## src/rtl/core/heap_file_page_allocator_core_assert.svh

```systemverilog
// assertion macros shared by the allocator rtl
`ifndef HEAP_FILE_PAGE_ALLOCATOR_CORE_ASSERT_SVH
`define HEAP_FILE_PAGE_ALLOCATOR_CORE_ASSERT_SVH

`ifndef NO_ASSERTIONS
`define HFPA_ASSERT(lbl, prop, msg) \
  lbl: assert property (@(posedge clk) disable iff (!rst_n) prop) else $error(msg);
`define HFPA_ASSERT_ALWAYS(lbl, prop, msg) \
  lbl: assert property (@(posedge clk) prop) else $error(msg);
`else
`define HFPA_ASSERT(lbl, prop, msg)
`define HFPA_ASSERT_ALWAYS(lbl, prop, msg)
`endif

`endif

```

## src/rtl/core/hfpa_pkg.sv

```systemverilog
package hfpa_pkg;

  localparam int PAGE_HEADER_BYTES = 16;
  localparam int SLOT_COST_BYTES   = 4;
  localparam int ROOM_W            = 18;
  localparam int COST_W            = 17;
  localparam logic [15:0] CAP_RESET = 16'd4096;

  typedef enum logic [1:0] {
    OP_INSERT = 2'd0,
    OP_STATUS = 2'd1,
    OP_FIND   = 2'd2
  } op_t;

  typedef enum logic [2:0] {
    KIND_INSERTED   = 3'd0,
    KIND_FULL       = 3'd1,
    KIND_PAGE_TOTAL = 3'd2,
    KIND_PAGE_COUNT = 3'd3,
    KIND_FOUND      = 3'd4,
    KIND_NOT_FOUND  = 3'd5
  } kind_t;

  typedef enum logic [3:0] {
    S_IDLE,
    S_INS_RD,
    S_INS_CHK,
    S_INS_NEW,
    S_ST_HDR,
    S_ST_RD,
    S_ST_EMIT,
    S_FD_PRD,
    S_FD_PCHK,
    S_FD_KRD,
    S_FD_KCHK,
    S_FD_MISS
  } state_t;

  typedef struct packed {
    logic signed [31:0] a;
    logic signed [31:0] b;
  } alu_req_t;

  typedef struct packed {
    logic [32:0] diff;
    logic        ge;
    logic        eq;
  } alu_res_t;

endpackage

```

## src/rtl/core/hfpa_alu.sv

```systemverilog
module hfpa_alu (
  input  hfpa_pkg::alu_req_t req,
  output hfpa_pkg::alu_res_t res
);

  import hfpa_pkg::*;

  // one subtractor serves the room check, the new-page room and the key compare
  always_comb begin
    res.diff = {req.a[31], req.a} - {req.b[31], req.b};
    res.ge   = !res.diff[32];
    res.eq   = (res.diff == 33'd0);
  end

endmodule

```

## config.mk

```make
export PLATFORM = sky130hd
export DESIGN_NAME = hfpa_alu
export DESIGN_NICKNAME = d
export VERILOG_FILES = /design/src/rtl/core/heap_file_page_allocator_core_assert.svh /design/src/rtl/core/hfpa_pkg.sv /design/src/rtl/core/hfpa_alu.sv
export SDC_FILE = /design/constraint.sdc
export NUM_CORES = 1
export LEC_CHECK = 0
export BUFFER_PORTS_ARGS = -buffer_cell sky130_fd_sc_hd__buf_4
export CAP_MARGIN = 0
export CORE_UTILIZATION = 49
export DETAILED_ROUTE_END_ITERATION = 8
export PLACE_DENSITY = 0.85
export SLEW_MARGIN = 25
export SYNTH_ARGS = -nofsm -noshare
export SYNTH_HDL_FRONTEND = slang
export SYNTH_SLANG_ARGS = --single-unit
```

## constraint.sdc

```tcl
create_clock -name vclk -period 6.3
set_input_delay 0.945 -clock vclk [all_inputs]
set_output_delay 0.945 -clock vclk [all_outputs]
set_load 0.02 [all_outputs]
```

==> flow_metrics.py, run 1 <==
metrics = {
    "timing": {
        "remaining_max_slew_budget_at_the_tightest_pin_pct": 49.4,
        "period_minus_slack_ns": 5.60,
        "final.setup.tns_ns": 0,
        "tightest_slew_ns": 0.740,
        "slew_viol_final": 0,
        "report.final.hold_viol_count": 0,
        "setup_viol": 0,
        "unrepaired_setup_endpoints_after_global_routing": "false",
        "fmax_mhz": 179,
        "fin_crit_sh_pct": 88.8,
    },
    "cts": {
        "cts.repair.resized": 0,
        "post_cts_hold_buffer_count": 0,
        "postCtsSetupRepairBufs": 0,
    },
    "routing": {
        "first_pass_iters": 4,
        "drt-total-wl_mm": 5.60,
        "route.detailed.wl_per_inst_um": 12.5,
        "post_drt_via_cell_ratio": 5.64,
        "dr.first_iter.drc_count": 170,
        "antenna_left": 0,
        "drc": 0,
        "vias": 2521,
    },
    "grt": {
        "grt.total_usage_pct": 24.8,
        "groute.layer.met2.usage_pct": 47.3,
        "busiest_layer": "met2",
        "grt_max_degree": 12,
        "met3_usage_pct": 0.694,
        "first_pass_grt_wire_length_mm": 8.80,
        "antenna_found_initial": 0,
        "via_count_of_the_first_global_routing_pass": 2192,
        "global_route.overflow_total": 0,
        "grt_use_met1_pct": 32.0,
    },
    "final_layout": {
        "area_delta_synth_final_pct": 39.8,
        "fillers": 350,
        "fin_nets": 498,
        "clkbuf_count": 0,
        "design.seq.count": 0,
        "ant_cells": 0,
        "layout.area.seq_sq_um": 0,
        "share_of_final_layout_standard_cells_stronger_than_drive_strength_1_pct": 27.1,
        "final_core_utilization_pct": 73.4,
    },
    "yosys": {
        "synth_largest_type_area_fraction_pct": 20.2,
        "post-synth-top-area-cell": "sky130_fd_sc_hd__ha_1",
        "synth_nets": 401,
        "synth_seq_area_share_pct": 0,
        "postSynthCellCount": 304,
        "synth.area.top_cells": "sky130_fd_sc_hd__ha_1, sky130_fd_sc_hd__inv_1, sky130_fd_sc_hd__a21oi_1",
        "cell_area_after_technology_mapping_sq_um": 1980,
        "syn-mean-instance-area_sq_um": 6.52,
        "ys.warnings.count": 0,
        "number_of_unique_standard_cell_types_used_by_synthesis": 52,
    },
    "critical_path": {
        "worst-endpoint-arrival_ns": 4.65,
        "timing.critical_path.required_ns": 5.35,
        "path_class": "in -> out",
        "startpoint": "req[0]",
        "setup.worst_path.start_class": "input pin",
        "crit_fanout": 5,
        "cp-end-kind": "output port",
    },
    "power_and_ir_drop": {
        "p_leak_nw": 1.50,
        "power-per-cell-area_nw_per_um2": 132,
        "power.ir.vdd_worst_mv": 0.0800,
    },
    "die": {
        "area_of_the_core_sq_um": 3770,
        "initial_core_util_pct": 52.5,
        "cell_rows": 22,
        "die-height_um": 65.6,
        "die_area_sq_um": 4300,
        "ios": 99,
        "floorplan.die.width_um": 65.6,
    },
    "job": {
        "cap_viol_max_count": 0,
    },
    "place": {
        "final_estimated_routing_congestion_in_global_placement": 0.986,
        "buffer_ports.inserted": 99,
        "hpwl_mm": 4.87,
    },
    "hold_path": {
        "class_of_the_worst_hold_path": "in -> out",
        "launch_instance_of_the_worst_min_delay_path": "req[0]",
    },
    "status": {
        "run_status": "completed",
    },
}
## cells by family (layout without fill, tap and decap cells)
group / after synthesis / in the layout / share of synthesized area, %
AO/OA/AOI/OAI: 98 / 98 / 31.9
XOR/XNOR: 21 / 21 / 9.29
adder cells (fa/ha/maj): 33 / 33 / 21.2
buffers and inverters: 47 / 142 / 8.91
multiplexers: 2 / 2 / 1.01
AND/OR/NAND/NOR: 103 / 103 / 27.7
## synth_stat cells, types with 4 or more instances
master	n
sky130_fd_sc_hd__xor2_1	10
sky130_fd_sc_hd__ha_1	32
sky130_fd_sc_hd__and2_1	6
sky130_fd_sc_hd__a21boi_0	4
sky130_fd_sc_hd__o21ai_0	21
sky130_fd_sc_hd__and3_1	6
sky130_fd_sc_hd__clkbuf_1	4
sky130_fd_sc_hd__xnor2_1	11
sky130_fd_sc_hd__a21o_1	15
sky130_fd_sc_hd__inv_1	43
sky130_fd_sc_hd__o21a_1	6
sky130_fd_sc_hd__nor2_1	19
sky130_fd_sc_hd__nand3_1	9
sky130_fd_sc_hd__a21oi_1	27
sky130_fd_sc_hd__nand2_1	25
sky130_fd_sc_hd__nor3_1	8
## worst max-delay path: stages
cell and delay [ns]:
sky130_fd_sc_hd__buf_4 0.11, sky130_fd_sc_hd__ha_1 0.21, sky130_fd_sc_hd__fa_1 0.41, sky130_fd_sc_hd__nand2b_1 0.18, sky130_fd_sc_hd__a21oi_1 0.22, sky130_fd_sc_hd__o21ai_2 0.13, sky130_fd_sc_hd__a21oi_1 0.15, sky130_fd_sc_hd__o21ai_0 0.12
sky130_fd_sc_hd__a222oi_1 0.33, sky130_fd_sc_hd__or4b_1 0.46, sky130_fd_sc_hd__or4_1 0.48, sky130_fd_sc_hd__or4_1 0.51, sky130_fd_sc_hd__nor4b_2 0.22, sky130_fd_sc_hd__buf_4 0.18
## cells in the final DEF (no fill, tap or decap), drive strengths merged, types with 3 or more instances in the layout
cell type | synthesis | final
or3 | 3 | 3
buf | 0 | 99
nor2 | 19 | 19
nor4b | 3 | 3
nor3 | 8 | 8
nor2b | 3 | 3
inv | 43 | 43
xor2 | 10 | 10
o21a | 6 | 6
o211ai | 3 | 3
a211oi | 3 | 3
nand2b | 3 | 3
a21boi | 4 | 4
nand4 | 3 | 3
a21o | 15 | 15
or4 | 3 | 3
nand2 | 25 | 25
o21ai | 23 | 23
o21bai | 3 | 3
xnor2 | 11 | 11
nand3 | 9 | 9
ha | 32 | 32
and2 | 7 | 7
and3 | 6 | 6
a21oi | 27 | 27
or2 | 4 | 4
## area by class of cell
class / count / area [sq um] / share of cell area [%]
inverter: 43 / 161 / 5.83
timing repair buffer: 99 / 743 / 26.8
tap: 48 / 60.1 / 2.17
multi-input combinational: 257 / 1800 / 65.2
## path summary, 6_finish.rpt
kind              depth (start not counted)  slack [ns]  endpoint
setup / recovery                         14        0.70    res[0]
hold / removal                            4        2.28    res[2]
## metrics by stage
step / area, sq um / hold WS (ns) / cells / total power [mW] / worst slack (ns)
finish: 2770 / 2.28 / 447 / 0.365 / 0.704
global route: 2770 / 2.30 / 447 / 0.393 / 0.466
CTS: 2770 / 2.28 / 447 / 0.363 / 0.724
detailed placement: 2770 / 2.28 / 447 / 0.361 / 0.728
global placement: 2770 / 2.27 / 447 / 0.357 / 0.768
floorplan: 1980 / 2.09 / 304 / 0.226 / 0.922
## power by group
| part | internal (mW) | switching, mW | total [mW] | leakage (nW) |
|---|---|---|---|---|
| logic | 0.162 | 0.202 | 0.365 | 1.50 |
| clock network | 0 | 0 | 0 | 0 |
| registers | 0 | 0 | 0 | 0 |
## routing by layer
metal / vias up / routed length, um / share of wire, %
met5: - / 0 / 0
met4: 0 / 17 / 0.30
met3: 2 / 451 / 8.1
met2: 101 / 2700 / 48
met1: 1137 / 2430 / 43
li1: 1281 / - / -
Power figures use the tool's default switching activity.
==> run 2: changes to the inputs <==
==> constraint.sdc (replaced) <==
create_clock -name vclk -period 5.6
set_input_delay 0.84 -clock vclk [all_inputs]
set_output_delay 0.84 -clock vclk [all_outputs]
set_load 0.02 [all_outputs]
==> run 2 against run 1 <==
Effect of this change:
- core utilization is 0.10 points higher
- non-clock buffer count unchanged
- die area unchanged
- largest cell class unchanged
- highest routed layer unchanged
==> flow_metrics.py, run 2 (synthesized netlist as in run 1, its figures left out) <==
metrics = {
    "timing": {
        "report.final.hold_viol_count": 0,
        "slew_viol_final": 0,
        "setup_viol": 0,
        "fmax_mhz": 186,
        "fin_crit_sh_pct": 95.9,
        "tightest_slew_ns": 0.739,
        "remaining_max_slew_budget_at_the_tightest_pin_pct": 49.4,
        "final.setup.tns_ns": 0,
        "unrepaired_setup_endpoints_after_global_routing": "false",
        "period_minus_slack_ns": 5.37,
    },
    "final_layout": {
        "final_core_utilization_pct": 73.5,
        "area_delta_synth_final_pct": 40.0,
        "layout.cells.most_common": "sky130_fd_sc_hd__buf_4",
        "ant_cells": 0,
        "fin_nets": 498,
        "clkbuf_count": 0,
        "layout.area.seq_sq_um": 0,
        "design.seq.count": 0,
        "share_of_final_layout_standard_cells_stronger_than_drive_strength_1_pct": 27.3,
        "most-common-layout-cells": "sky130_fd_sc_hd__buf_4, sky130_fd_sc_hd__inv_1, sky130_fd_sc_hd__ha_1, sky130_fd_sc_hd__a21oi_1, sky130_fd_sc_hd__nand2_1",
    },
    "place": {
        "final_estimated_routing_congestion_in_global_placement": 0.986,
        "buffer_ports.inserted": 99,
        "hpwl_mm": 4.87,
    },
    "die": {
        "floorplan.die.width_um": 65.6,
        "ios": 99,
        "cell_rows": 22,
        "die_area_sq_um": 4300,
        "die-height_um": 65.6,
        "area_of_the_core_sq_um": 3770,
        "initial_core_util_pct": 52.5,
    },
    "critical_path": {
        "startpoint": "req[1]",
        "crit_fanout": 4,
        "timing.critical_path.required_ns": 4.76,
        "crit_slowest_cell": "sky130_fd_sc_hd__or4_1",
        "setup.worst_path.start_class": "input pin",
        "worstPathBufferInverterCount": 3,
        "worst_path_largest_cell_delay_ns": 0.51,
        "path_cells": "buf_4 -> inv_1 -> ha_1 -> or2b_1 -> a31oi_1 -> o21a_1 -> or2_4 -> a311o_1 -> a222oi_1 -> or4b_1 -> or4_1 -> or4_1 -> nor4b_2 -> buf_4",
        "path_class": "in -> out",
        "crit_family": "simple AND/OR/NAND/NOR gates",
        "cp-end-kind": "output port",
        "worst-endpoint-arrival_ns": 4.53,
    },
    "cts": {
        "postCtsSetupRepairBufs": 0,
    },
    "grt": {
        "grt.total_usage_pct": 24.8,
        "first_pass_grt_wire_length_mm": 8.80,
        "antenna_found_initial": 0,
        "global_route.overflow_total": 0,
        "via_count_of_the_first_global_routing_pass": 2192,
        "grt_max_degree": 12,
    },
    "hold_path": {
        "launch_instance_of_the_worst_min_delay_path": "req[0]",
        "class_of_the_worst_hold_path": "in -> out",
    },
    "routing": {
        "drc": 0,
        "post_drt_via_cell_ratio": 5.65,
        "vias": 2524,
        "first_pass_iters": 4,
        "route.detailed.wl_per_inst_um": 12.6,
        "dr.first_iter.drc_count": 170,
        "antenna_left": 0,
        "drt-total-wl_mm": 5.62,
    },
    "power_and_ir_drop": {
        "p_leak_nw": 1.50,
        "power_mw": 0.411,
        "power-per-cell-area_nw_per_um2": 148,
        "power.ir.vdd_worst_mv": 0.0902,
    },
    "job": {
        "cap_viol_max_count": 0,
    },
    "status": {
        "run_status": "completed",
    },
}
-- run 2: cell counts in the layout (fill, tap and decap cells not counted) --
Identical to the previous run, type by type.
-- run 2: layout make-up --
cell class,instances,area (sq um)
fill,348,998
inverter,43,161
multi-input combinational,257,1810
tap,48,60.1
timing repair buffer,99,743
-- run 2: stage by stage --
stage	hold WS, ns	cells	setup WS [ns]	instance area, sq um
after detailed placement	2.07	447	0.238	2770
after global placement	2.06	447	0.278	2770
after CTS	2.07	447	0.234	2770
after global routing	2.09	447	0.0396	2770
final	2.07	447	0.231	2770
after floorplan	1.88	304	0.432	1980
-- run 2: worst min-delay path, stage by stage --
cell	delay, ns
sky130_fd_sc_hd__buf_4	0.08
sky130_fd_sc_hd__ha_1	0.12
sky130_fd_sc_hd__inv_1	0.04
sky130_fd_sc_hd__buf_4	0.15
-- run 2: final timing paths --
path | end | slack [ns] | cells after the start
worst max-delay path | res[0] | 0.23 | 14
worst min-delay path | res[2] | 2.07 | 4
-- run 2: what timing repair did --
item                       CTS  global route
resized for setup            0             1
setup endpoints to repair    0             1
hold buffers                 0             0
-- run 2: power by group --
part | total, mW | internal, mW | leakage (nW) | switching, mW
sequential | 0 | 0 | 0 | 0
combinational | 0.411 | 0.183 | 1.50 | 0.228
clock | 0 | 0 | 0 | 0
-- run 2: per-layer routing --
metal	wire [um]	GRT usage [%]
met3	454	0.694
met4	17	0.815
met2	2710	47.3
met1	2440	32.0
met5	0	0
==> run 3: changes to the inputs <==
--- a/config.mk
+++ b/config.mk
@@ -5,11 +5,12 @@
 export SDC_FILE = /design/constraint.sdc
 export NUM_CORES = 1
 export LEC_CHECK = 0
-export BUFFER_PORTS_ARGS = -buffer_cell sky130_fd_sc_hd__buf_4
+export ABC_AREA = 1
 export CAP_MARGIN = 0
-export CORE_UTILIZATION = 49
+export CORE_UTILIZATION = 55
 export DETAILED_ROUTE_END_ITERATION = 8
-export PLACE_DENSITY = 0.85
+export DONT_BUFFER_PORTS = 1
+export PLACE_DENSITY = 0.7
 export SLEW_MARGIN = 25
 export SYNTH_ARGS = -nofsm -noshare
 export SYNTH_HDL_FRONTEND = slang
==> run 3 against run 2 <==
Effect of this change:
- hold slack lost 0.16 ns
- non-clock buffer count shrank 99
- final area grew 5.8%
- final cell count grew 54%
- critical path depth grew 2
- sequential share of layout area is the same
- sequential cell count is the same
- area after synthesis grew 44%
- critical path type unchanged
- largest cell class unchanged
==> flow_metrics.py, run 3 <==
metrics = {
    "status": {
        "run_status": "completed",
    },
    "cts": {
        "postCtsSetupRepairBufs": 0,
        "cts.repair.resized": 0,
        "post_cts_hold_buffer_count": 0,
    },
    "place": {
        "final_estimated_routing_congestion_in_global_placement": 0.973,
        "placement.cell_area_sq_um": 2930,
        "dp.cells": 688,
        "hpwl_mm": 7.23,
        "buffer_ports.inserted": 0,
    },
    "routing": {
        "route.detailed.wl_per_inst_um": 11.7,
        "vias": 3441,
        "first_pass_iters": 5,
        "drc": 0,
        "antenna_left": 0,
        "dr.first_iter.drc_count": 202,
        "post_drt_via_cell_ratio": 5.00,
        "drt-total-wl_mm": 8.06,
    },
    "final_layout": {
        "area_delta_synth_final_pct": 2.94,
        "design.seq.count": 0,
        "fin_nets": 720,
        "layout.area.seq_sq_um": 0,
        "share_of_final_layout_standard_cells_stronger_than_drive_strength_1_pct": 2.25,
        "fillers": 559,
        "layout.cells.most_common": "sky130_fd_sc_hd__nand2_1",
        "finish.cell_count_without_fillers": 688,
        "most-common-layout-cells": "sky130_fd_sc_hd__nand2_1, sky130_fd_sc_hd__inv_1, sky130_fd_sc_hd__nor2_1, sky130_fd_sc_hd__nand3_1, sky130_fd_sc_hd__ha_1",
        "multiInputGateArea_sq_um": 2210,
        "post-route-cell-area_sq_um": 2930,
        "ant_cells": 0,
        "clkbuf_count": 0,
    },
    "yosys": {
        "synthMostInstantiatedCell": "sky130_fd_sc_hd__nand2_1",
        "postSynthCellCount": 621,
        "post-synth-top-area-cell": "sky130_fd_sc_hd__nand2_1",
        "synth_nets": 718,
        "synth_seq_area_share_pct": 0,
        "cell_area_after_technology_mapping_sq_um": 2850,
        "synth_largest_type_area_fraction_pct": 33.5,
        "ys.warnings.count": 0,
        "synth_common_cells": "sky130_fd_sc_hd__nand2_1, sky130_fd_sc_hd__inv_1, sky130_fd_sc_hd__nor2_1",
        "number_of_unique_standard_cell_types_used_by_synthesis": 24,
        "syn-mean-instance-area_sq_um": 4.59,
        "synth.area.top_cells": "sky130_fd_sc_hd__nand2_1, sky130_fd_sc_hd__inv_1, sky130_fd_sc_hd__ha_1",
    },
    "timing": {
        "setup_viol": 0,
        "tightest_slew_ns": 0.544,
        "slew_viol_final": 0,
        "fin_crit_sh_pct": 70.3,
        "unrepaired_setup_endpoints_after_global_routing": "false",
        "period_minus_slack_ns": 3.93,
        "timing.hold.ws_ns": 1.91,
        "report.final.hold_viol_count": 0,
        "fmax_mhz": 254,
        "remaining_max_slew_budget_at_the_tightest_pin_pct": 63.5,
        "final.setup.tns_ns": 0,
    },
    "die": {
        "area_of_the_core_sq_um": 4850,
        "initial_core_util_pct": 58.8,
        "die_area_sq_um": 5470,
        "die-height_um": 74.0,
        "cell_rows": 25,
        "floorplan.die.width_um": 74.0,
        "ios": 99,
    },
    "power_and_ir_drop": {
        "power-per-cell-area_nw_per_um2": 125,
        "p_leak_nw": 2.10,
        "power.ir.vdd_worst_mv": 0.0584,
    },
    "grt": {
        "antenna_found_initial": 0,
        "via_count_of_the_first_global_routing_pass": 2902,
        "global_route.overflow_total": 0,
        "first_pass_grt_wire_length_mm": 12.7,
        "grt_max_degree": 8,
        "grt.total_usage_pct": 29.6,
    },
    "critical_path": {
        "timing.critical_path.required_ns": 4.76,
        "cp-end-kind": "output port",
        "worst-endpoint-arrival_ns": 3.09,
        "setup.worst_path.start_class": "input pin",
        "crit_fanout": 4,
        "path_class": "in -> out",
    },
    "hold_path": {
        "min_delay_path_depth": 2,
        "class_of_the_worst_hold_path": "in -> out",
    },
    "job": {
        "cap_viol_max_count": 0,
    },
}
==> run 3: worst paths after layout <==
| check | startpoint | to |
|---|---|---|
| setup / recovery | req[32] | res[0] |
| hold / removal | req[0] | res[2] |
==> run 3: final cells by class <==
class                           instances  area share [%]
Tap cell                               67            2.86
Inverter                              171            21.9
Multi-Input combinational cell        450            75.3
==> run 3: kinds of logic after synthesis <==
kind of cell	Yosys count	synth area share, %
and+or+nand+nor	390	57.3
xor gates and xnor gates	2	0.615
AOI/OAI and AO/OA	25	4.83
adders and majority gates	33	14.8
buffers and inverters	171	22.5
==> run 3: metal layers <==
layer	vias to the layer above	wire length (um)	global-route usage [%]
met3	6	528	1.76
li1	1852	-	-
met4	0	83	3.21
met1	1452	4010	42.3
met2	131	3440	50.3
met5	-	0	0
==> run 3: critical path, cell delays in order <==
cell                      delay (ns)
sky130_fd_sc_hd__inv_1          0.02
sky130_fd_sc_hd__ha_1           0.19
sky130_fd_sc_hd__fa_1           0.40
sky130_fd_sc_hd__inv_1          0.11
sky130_fd_sc_hd__nand3_1        0.11
sky130_fd_sc_hd__nand2_2        0.12
sky130_fd_sc_hd__nand2_1        0.08
sky130_fd_sc_hd__nand2_1        0.09
sky130_fd_sc_hd__nand2_1        0.08
sky130_fd_sc_hd__nand3_1        0.07
sky130_fd_sc_hd__nand2_1        0.19
sky130_fd_sc_hd__nor2_1         0.14
sky130_fd_sc_hd__nand3_1        0.08
sky130_fd_sc_hd__nor2_1         0.13
sky130_fd_sc_hd__nand3_1        0.12
sky130_fd_sc_hd__nor2_1         0.32
==> run 3: power by group <==
part / total [mW] / leakage (nW) / switching (mW) / internal [mW]
clock: 0 / 0 / 0 / 0
sequential: 0 / 0 / 0 / 0
combinational: 0.366 / 2.10 / 0.265 / 0.101
==> run 3: metrics by stage <==
stage	power (mW)	utilization, %	setup slack (ns)
6_report	0.366	60.5	1.67
5_1_grt	0.415	60.5	1.45
4_1_cts	0.363	60.5	1.67
3_5_place_dp	0.361	60.5	1.68
3_3_place_gp	0.358	60.5	1.70
2_1_floorplan	0.296	-	1.95
